File: src/rtl/lpt_ram.sv
// Generic simple dual-port RAM: one write port, one registered read port.
// No dependencies.
module lpt_ram #(
   parameter int WIDTH = 8,
   parameter int DEPTH = 64
) (
   input  logic                     clock,
   input  logic                     wr_en,
   input  logic [$clog2(DEPTH)-1:0] wr_addr,
   input  logic [WIDTH-1:0]         wr_data,
   input  logic [$clog2(DEPTH)-1:0] rd_addr,
   output logic [WIDTH-1:0]         rd_data
);
   logic [WIDTH-1:0] mem [DEPTH];

   always_ff @(posedge clock) begin
      if (wr_en) begin
         mem[wr_addr] <= wr_data;
      end
      rd_data <= mem[rd_addr];
   end
endmodule

File: config.mk
export PLATFORM = sky130hd
export DESIGN_NAME = lpt_ram
export DESIGN_NICKNAME = d
export VERILOG_FILES = /design/src/rtl/lpt_ram.sv
export SDC_FILE = /design/constraint.sdc
export NUM_CORES = 1
export LEC_CHECK = 0
export BUFFER_PORTS_ARGS = -buffer_cell sky130_fd_sc_hd__buf_2
export CAP_MARGIN = 40
export CORE_UTILIZATION = 30
export CTS_BUF_LIST = sky130_fd_sc_hd__clkbuf_4 sky130_fd_sc_hd__clkbuf_8
export CTS_CLUSTER_SIZE = 14
export DETAILED_ROUTE_END_ITERATION = 7
export PLACE_DENSITY_LB_ADDON = 0.3
export SKIP_CTS_REPAIR_TIMING = 1
export SLEW_MARGIN = 30
export SYNTH_ARGS = -nofsm -noshare
export SYNTH_HDL_FRONTEND = slang
export SYNTH_SLANG_ARGS = --single-unit
export TNS_END_PERCENT = 1
File: constraint.sdc
create_clock -name clock -period 4 [get_ports clock]
set_clock_uncertainty 0.15 [all_clocks]
set_input_delay 0.4 -clock clock [delete_from_list [all_inputs] [get_ports clock]]
set_output_delay 0.4 -clock clock [all_outputs]
set_load 0.03 [all_outputs]
# After elaboration in Yosys (flattened, before gate mapping)
# Memories as Yosys holds them, arrays and structs flattened. A register that Yosys moved wholly into a read port is not among the register bits.
# Cells that the tools add are included.
# op_classes
muxes,2
# ops
operator,n
1-bit two-way mux,2
# word_totals
wordCells,3
mem_bits_rw,512
ff_bits,0
in_bits,22
out_inout_bits,8
n_memories,1
# mem_list
name,depth,word_bits,read_ports,rd_clocked_by_memory_dff,wr,line_no,text
mem,64,8,1,1,1,14,logic [WIDTH-1:0] mem [DEPTH];

# Logic depth before layout (Yosys ltp)
# logic_depth
depth_word,2
ltp_mapped,9
depth_no_buf,5

# Least setup slack after synthesis
# No wires, ideal clock.
# synth_timing
path_kind,input-to-reg
from,in rd_addr[1]
to,"reg rd_data[3], read port of mem"
setup_time_ps,128
required_ps,3722
path_stages,7
path_buffers,3
arrival_time_ps,1940
slack_ps,1782
cell_sequence,buf_4 buf_2 buf_2 mux4_2 mux4_2 o21ai_1 o41ai_1
# synth_lines
item,line_no,text
start: declaration,11,"input logic [$clog2(DEPTH)-1:0] rd_addr,"
end: declaration,12,output logic [WIDTH-1:0] rd_data

==> run summary <==
* run status: finished with violations
* failing checks: design-rule violations
* worst reg2reg setup slack: 1.76 ns
* effective utilization at floorplan: 0.305
* Mapped Nets: 962
* number of nets in the final layout: 1,109
* via count: 9,899
* Commonest cells post-synth: edfxtp_1, mux4_2, nor2_1
* wire length of the first global-routing pass: 70,800 microns
* portion of total power attributed to sequential cells: 0.543
* Clock H-tree levels: 3
* number of top-level pins: 30
* Crit Reg-Reg Endpoint: rd_data[2]$_DFF_P_
* Clk pin slew, worst setup/hold paths: 0.07 ns
* number of warnings reported in the yosys synthesis log: 0
* Post-synth EDFFs: 512
* worst relative slew slack: 0.425
* total of flip-flops plus latches after synthesis: 520
* deepest clock path buffer count: 3
* CTS sink cnt: 520
* leak pwr: 0.00738 uW
* required time of the critical path: 4.37 ns
* kind of capture point of the worst setup path: flop
* portion of total power attributed to the clock network: 0.403
* cell type with the largest total area after synthesis: edfxtp_1
* area of the core: 66,100 sq um
* number of antenna violations at the first check in global routing: 2
* part of the power in combinational logic: 0.054
* # diodes: 0
* largest fanout on the critical path: 49
* count of mapped cells out of synthesis: 940
* DRC marker count from the first detailed-route iteration: 858
* sequential cell area fraction in the yosys report: 0.770
* WL met2: 21,700 microns
* vertical extent of the die: 261 microns
* final core area utilization: 0.355
* final total negative setup slack: 0 ns
* worst-margin pin slew: 0.859 ns
* unique cell type count in the Yosys netlist: 40
* top routing layer in use: met5
* fin crit share: 0.597
* clock tree from TritonCTS: yes
* path depth of the worst reg2reg path: 4
* Post-Syn Area per Cell: 21.5 sq um
* classification of the worst-slack hold path: primary input to flop
* number of buffers added by the clock tree synthesis step: 82
* total routed wire length on the met1 layer: 21,900 microns
* Final min period: 2.39 ns
* wire length on met3: 3790 microns
* router iterations before antenna repair: 8
* proportion of netlist area held by the largest area contributor: 0.762
* Cell Pwr Density: 476 nW/um^2
* final count of pins violating max slew: 0
* type of the setup path with the least slack: primary input to flop
* CP arrival: 2.76 ns
* Max Freq: 0.419 GHz
* share of total power consumed by net switching: 0.223
* maxcap violations: 0
* placer's final routability congestion estimate: 0.795
* clock latency on the worst-skew pair: 0.65 ns
* top post-synthesis cells by area: edfxtp_1, mux4_2, nor2_1
* NetSw: 2480 uW
* Worst R2R Start: mem[47][2]$_DFFE_PP_
* average wire length per cell after detail routing: 24.0 microns
* largest net degree at the start of global routing: 65
* element type at the critical path start: primary input
* share of flip-flops with an asynchronous set or reset after synthesis: 0
* Final ANT Viol Nets: 0
* overall track demand over capacity in global routing: 0.145
* Int Pwr: 8660 uW
* die span in x: 261 microns
* die area: 68,300 sq um
* Fin. Hold Viols: 0
* final routed wirelength across all metal layers: 48,400 microns
* hold-critical path endpoint: mem[13][1]$_DFFE_PP_
* number of remaining DRC errors: 1
* Final setup violation count: 0
* layout overhead on the synthesized area: 16.2%
* via count of the first global-routing pass: 10,100
* layout cells sized above 1: 0.331
* number of instances on the worst hold path: 1
* Via density: 4.92
* setup repair after global routing missed its margin: false
* sum of overflow across all layers after global routing: 0
* combined area of all synthesized cells: 20,200 sq um
* final HPWL from detailed placement: 30,300 microns
* Site Rows: 94
* Hold Startpoint: wr_data[1]
* layout filler cell count: 6,188
* root buffer cell: clkbuf_8
* VDD IR max: 0.278 mV
* most instantiated flip-flop cell in the synthesis netlist: edfxtp_1
* leading cell type by number of instances after synthesis: edfxtp_1
* Port-buffer cells: 29
[layout make-up]
type / instances / area, sq um / share of cell area
tap: 864 / 1080 / 0.0461
clock inverter: 42 / 309 / 0.0132
multi-input combinational: 369 / 4320 / 0.184
sequential: 520 / 15500 / 0.663
timing repair buffer: 114 / 887 / 0.0379
clock buffer: 104 / 1310 / 0.0557
[power by group through the flow]
stage                     logic [uW]  registers [uW]  clock network [uW]
final                            601            6060                4490
after global routing             642            6060                4830
after CTS                        605            6060                4610
after detailed placement         603            6170                   0
after global placement           593            6170                   0
after floorplan                  321            6180                   0
[worst max-delay path by stage]
stage | startpoint | endpoint | slack, ns | cells after the start
6_report | rd_addr[0] | rd_data[5]$_DFF_P_ | 1.61 | 5
3_3_place_gp | rd_addr[0] | rd_data[5]$_DFF_P_ | 0.98 | 5
3_5_place_dp | rd_addr[0] | rd_data[5]$_DFF_P_ | 0.97 | 5
4_1_cts | rd_addr[0] | rd_data[5]$_DFF_P_ | 1.69 | 5
2_1_floorplan | rd_addr[1] | rd_data[3]$_DFF_P_ | 1.78 | 7
5_1_grt | rd_addr[0] | rd_data[5]$_DFF_P_ | 1.58 | 5
[metal layers]
metal / track usage / up-vias
met1: 0.204 / 5276
met2: 0.215 / 309
met5: 0 / -
met3: 0.0453 / 77
li1: - / 4235
met4: 0.0392 / 2
[state kept, by name (all words and copies together) (netlist names)]
register  cells
mem         512
rd_data       8
[through the flow]
stage | power [uW] | instances | cell area (sq um) | hold slack (ns) | setup slack [ns]
after CTS | 11300 | 1997 | 23300 | 0.0180 | 1.69
after floorplan | 6500 | 940 | 20200 | 0.349 | 1.78
final | 11100 | 2013 | 23400 | 0.0545 | 1.61
after detailed placement | 6770 | 1851 | 21700 | 0.649 | 0.967
after global placement | 6760 | 1825 | 21500 | 0.652 | 0.981
after global routing | 11500 | 2013 | 23400 | 0.0297 | 1.58
[critical path: stages]
cell and delay (ns):
clkbuf_8 0.42, buf_12 0.41, mux4_2 0.55, a2111oi_0 0.73
o41ai_1 0.14
[logic make-up (layout without fill, tap and decap cells)]
group           count (synthesis)  count (layout)  share of synthesized area
mux                           162             162                      0.159
buf+inv                        51             260                     0.0157
flops                         520             520                      0.770
compound gates                 54              54                     0.0207
simple gates                  153             153                     0.0339
[layout by cell type (no fill, tap or decap), types with 3 or more instances in the layout]
cell	Yosys	layout
nor2_1	83	83
clkinv_2	0	9
a21oi_1	3	3
clkinvlp_4	0	6
bufinv_16	0	4
mux4_2	126	126
buf_4	13	74
dfxtp_1	8	8
a211oi_1	4	4
a221oi_1	6	6
o221ai_1	8	8
mux2_2	13	13
clkinv_1	0	21
a22oi_1	3	3
clkbuf_8	0	85
buf_12	2	4
nand2b_1	7	7
nand3_1	13	13
buf_2	11	26
o22ai_1	8	8
o2111ai_1	3	3
o2bb2ai_1	3	3
nand2_1	19	19
nor2b_1	14	14
clkbuf_4	0	27
mux2i_1	23	23
edfxtp_1	512	512
nor3_1	7	7
nand3b_1	3	3
Note: power is estimated with default switching activity, not from simulation.
